**src/design/efcd_pkg.sv**
```systemverilog
`timescale 1ns / 1ps
// -----------------------------------------------------------------------------
// efcd_pkg
// Shared types, ring tables and register codes of the event corner detector.
// -----------------------------------------------------------------------------
`default_nettype none

package efcd_pkg;

	localparam int N3     = 16;
	localparam int N4     = 20;
	localparam int NPTS   = N3 + N4;
	localparam int MARGIN = 4;
	localparam int LO3    = 3;
	localparam int HI3    = 6;
	localparam int LO4    = 4;
	localparam int HI4    = 8;

	typedef logic signed [3:0] ofs_t;

	// ring points: radius-3 circle first, radius-4 circle after it
	localparam ofs_t RING_DX [NPTS] = '{
		4'sd0, 4'sd1, 4'sd2, 4'sd3, 4'sd3, 4'sd3, 4'sd2, 4'sd1,
		4'sd0, -4'sd1, -4'sd2, -4'sd3, -4'sd3, -4'sd3, -4'sd2, -4'sd1,
		4'sd0, 4'sd1, 4'sd2, 4'sd3, 4'sd4, 4'sd4, 4'sd4, 4'sd3, 4'sd2, 4'sd1,
		4'sd0, -4'sd1, -4'sd2, -4'sd3, -4'sd4, -4'sd4, -4'sd4, -4'sd3, -4'sd2, -4'sd1
	};
	localparam ofs_t RING_DY [NPTS] = '{
		4'sd3, 4'sd3, 4'sd2, 4'sd1, 4'sd0, -4'sd1, -4'sd2, -4'sd3,
		-4'sd3, -4'sd3, -4'sd2, -4'sd1, 4'sd0, 4'sd1, 4'sd2, 4'sd3,
		4'sd4, 4'sd4, 4'sd3, 4'sd2, 4'sd1, 4'sd0, -4'sd1, -4'sd2, -4'sd3, -4'sd4,
		-4'sd4, -4'sd4, -4'sd3, -4'sd2, -4'sd1, 4'sd0, 4'sd1, 4'sd2, 4'sd3, 4'sd4
	};

	localparam logic REG_WIDTH  = 1'b0;
	localparam logic REG_HEIGHT = 1'b1;

	typedef enum logic [2:0] {
		ST_CLEAR,
		ST_IDLE,
		ST_WRITE,
		ST_READ,
		ST_DRAIN,
		ST_EVAL,
		ST_DONE
	} state_t;

endpackage

`default_nettype wire

```
**src/design/efcd_arc.sv**
```systemverilog
`timescale 1ns / 1ps
// -----------------------------------------------------------------------------
// efcd_arc
// Arc test for one candidate: marks ring points not older than the candidate
// and checks that they form one contiguous arc of allowed length.
// -----------------------------------------------------------------------------
`default_nettype none

module efcd_arc
	import efcd_pkg::*;
(
	input  wire logic [31:0] pts [N4],
	input  wire logic [31:0] cand,
	input  wire logic        ring4,
	output logic             hit
);

	logic [N4-1:0] mask;
	logic [N4-1:0] rise;
	logic [4:0]    ones;
	logic [4:0]    rises;

	always_comb begin
		for (int j = 0; j < N4; j++) begin
			mask[j] = (ring4 || j < N3) && (pts[j] >= cand);
		end
		for (int j = 0; j < N4; j++) begin
			if (j == 0) begin
				rise[j] = mask[j] & ~(ring4 ? mask[N4-1] : mask[N3-1]);
			end else begin
				rise[j] = mask[j] & ~mask[j-1];
			end
		end
		ones  = 5'($countones(mask));
		rises = 5'($countones(rise));
		if (ring4) begin
			hit = (rises == 5'd1) && (ones >= 5'(LO4)) && (ones <= 5'(HI4));
		end else begin
			hit = (rises == 5'd1) && (ones >= 5'(LO3)) && (ones <= 5'(HI3));
		end
	end

endmodule

`default_nettype wire

```
**config.mk**
```make
export PLATFORM = sky130hd
export DESIGN_NAME = efcd_arc
export DESIGN_NICKNAME = d
export VERILOG_FILES = /design/src/design/efcd_pkg.sv /design/src/design/efcd_arc.sv
export SDC_FILE = /design/constraint.sdc
export NUM_CORES = 1
export LEC_CHECK = 0
export ABC_AREA = 1
export BUFFER_PORTS_ARGS = -buffer_cell sky130_fd_sc_hd__buf_4
export CAP_MARGIN = 20
export CORE_AREA = 5 5 258 260
export DETAILED_ROUTE_END_ITERATION = 16
export DIE_AREA = 0 0 263 265
export GPL_TIMING_DRIVEN = 0
export SYNTH_ARGS = -nofsm -noshare
export SYNTH_HDL_FRONTEND = slang
export SYNTH_SLANG_ARGS = --single-unit
```
**constraint.sdc**
```tcl
create_clock -name vclk -period 9.3
set_input_delay 1.395 -clock vclk [all_inputs]
set_output_delay 1.395 -clock vclk [all_outputs]
set_load 0.01 [all_outputs]
```
==> summary.txt <==
Synth warnings: 0
ANT nets after route: 0
max_slew headroom: 42.7%
total track usage: 21.4%
clkbuf count: 0
Simple-Gate Fraction of Synth Area: 25.0%
top-count cell post-synth: ha_1
unrepaired setup endpoints after global routing: false
largest net degree at the start of global routing: 21
CP most frequent cell: fa_1
Slew @ Worst Pin: 858 ps
register area share after synthesis: 0%
initial antenna violation count: 16
Die Height: 265 um
# rows: 93
die width: 263 um
Crit path required time: 7910 ps
area fraction of the dominant cell type after synthesis: 51.8%
status: finished, final reports clean
Crit path buffers/inverters: 5
hold path endpoint: hit
Crit Path Max Fanout: 10
sequential cells: 0
Placeable Area: 63900 um^2
vias in the first global route: 18022
final WL: 80.1 mm
main combinational cell family by area after synthesis: adder cells
crit path DAT: 7650 ps
min-delay src: ring4
CP max-delay cell: fa_1
Port Buffer Count: 674
Design Area, Final: 22700 um^2
VDD IR-drop max: 104 uV
top cells by count, synth: 658 x ha_1, 553 x nand2_1, 266 x a21oi_1
Worst setup SP type: primary input
Final min period: 9050 ps
Via Count: 18104
compound-gate portion of the synthesized area: 13.6%
Synth area leaders: ha_1 52%, nand2_1 13%, a21oi_1 8.4%
family with the most delay on the worst path: adder cells
vias per inst: 4.70
Total Nets Final: 4354
Critical Path End Type: primary output
Peak Freq: 0.111 GHz
post-synthesis mux area share: 0%
post-route clock period utilization: 97.3%
DR WL/cell: 20.8 um
distinct cell type count after synthesis: 42
final weighted congestion in routability-driven placement: 0.944
DRC: 0
worst hold stages: 5
Area Overhead vs Synth: 43.0%
max-cap violations: 0
Starting Density: 24.9%
Pwr Density: 67.4 nW/um^2
Synth Area in XOR/XNOR: 0.165%
Leak: 12.9 nW
Placed Area: 22600 um^2
Hold Worst Slack: 3390 ps
setup violators final: 0
Synth Area per Inst: 6.96 um^2
Post-Route Setup TNS: 0 ps
Min-Delay Path Class: primary input to primary output
First-pass DRT Iterations: 5
CP peak stage delay: 590 ps
Post-DP HPWL: 69.3 mm
kind of critical path: primary input to primary output
first-pass GRT wire length: 113 mm
initial DRC count: 736
I/O Pins: 674
post-synthesis adder-cell area fraction: 55.3%
Netlist Area Pre-Place: 15900 um^2
die area: 69700 um^2
CP cell instances: buf_4 -> clkinvlp_4 -> ha_1 -> a21oi_1 -> o21ai_0 -> a21o_1 -> a21oi_2 -> nand3_2 -> fa_1 -> inv_1 -> fa_1 -> fa_1 -> fa_1 -> inv_1 -> fa_1 -> ha_1 -> fa_1 -> xor2_1 -> o41ai_1 -> o211a_1 -> buf_4
total chip power: 1.53 mW
Post-Syn Instances: 2285
grt ovf: 0
layout cells sized above 1: 25.3%
final hold violations: 0
post-synth top area cell: ha_1
Reg area: 0 um^2
max-slew violation count: 0
==> worst min-delay path, cell delays in order <==
cell and delay, ps:
buf_4 140, inv_1 110, o41ai_1 100, o211a_1 100
buf_4 150
==> cell usage in the layout, fill, tap and decap left out, drive strengths merged <==
master	n
nor3	31
and3b	1
diode	6
and2b	1
o21a	15
clkinvlp	16
a21oi	267
conb	5
nand3	64
xnor2	2
ha	658
nand3b	3
a21boi	3
buf	697
xor2	1
a31oi	3
fa	28
nor4	13
inv	237
o211a	1
o41ai	1
nor2	216
o211ai	6
o21ai	97
nor2b	2
o21bai	8
nand2	556
and2	4
clkinv	3
nand4	44
a21o	9
nor3b	1
==> power by group <==
part / switching (mW) / internal [mW] / leakage [nW]
clock network: 0 / 0.0000000866 / 0.0000380
registers: 0 / 0 / 0
logic: 0.818 / 0.715 / 12.9
==> cell type report <==
| cell class | count | area [um^2] |
|---|---|---|
| Antenna cell | 6 | 15.0 |
| Fill cell | 6897 | 41100 |
| Inverter | 248 | 961 |
| Multi-Input combinational cell | 2040 | 15000 |
| Tap cell | 855 | 1070 |
| Timing Repair Buffer | 697 | 5640 |
| Timing Repair inverter | 8 | 57.6 |
==> metal layers <==
metal	routed length [um]	global-route usage, %	vias up
li1	-	-	9371
met1	32700	25.3	7992
met2	38900	38.9	612
met3	5740	4.98	113
met4	2740	5.62	16
met5	92	0	-
==> cell families after synthesis <==
logic type,count (synthesis)
AOI/OAI and AO/OA,410
and+or+nand+nor,936
buffers and inverters,248
xor gates and xnor gates,3
other,2
adders and majority gates,686
==> what timing repair did <==
action	4_1_cts	5_1_grt
gates resized for setup	11	9
hold buffers	0	0
setup buffers	2	0
gates cloned	5	3
endpoints found under the setup margin	1	1
==> worst max path at each step <==
stage | startpoint | end | slack, ps | cells past startpoint
4_1_cts | cand[29] | hit | 60 | 22
5_1_grt | cand[24] | hit | 10 | 22
2_1_floorplan | cand[5] | hit | 1410 | 24
6_report | cand[24] | hit | 250 | 21
3_5_place_dp | cand[25] | hit | -640 | 21
3_3_place_gp | cand[25] | hit | -630 | 21
==> through the flow <==
step / setup slack [ps] / util, % / instances
2_1_floorplan: 1410 / - / 2288
3_3_place_gp: -634 / 34.5 / 3817
3_5_place_dp: -642 / 35.4 / 3838
4_1_cts: 59.6 / 35.5 / 3845
5_1_grt: 14.6 / 35.6 / 3850
6_report: 252 / 35.6 / 3854
No activity file was read; power rests on OpenSTA's default activity.
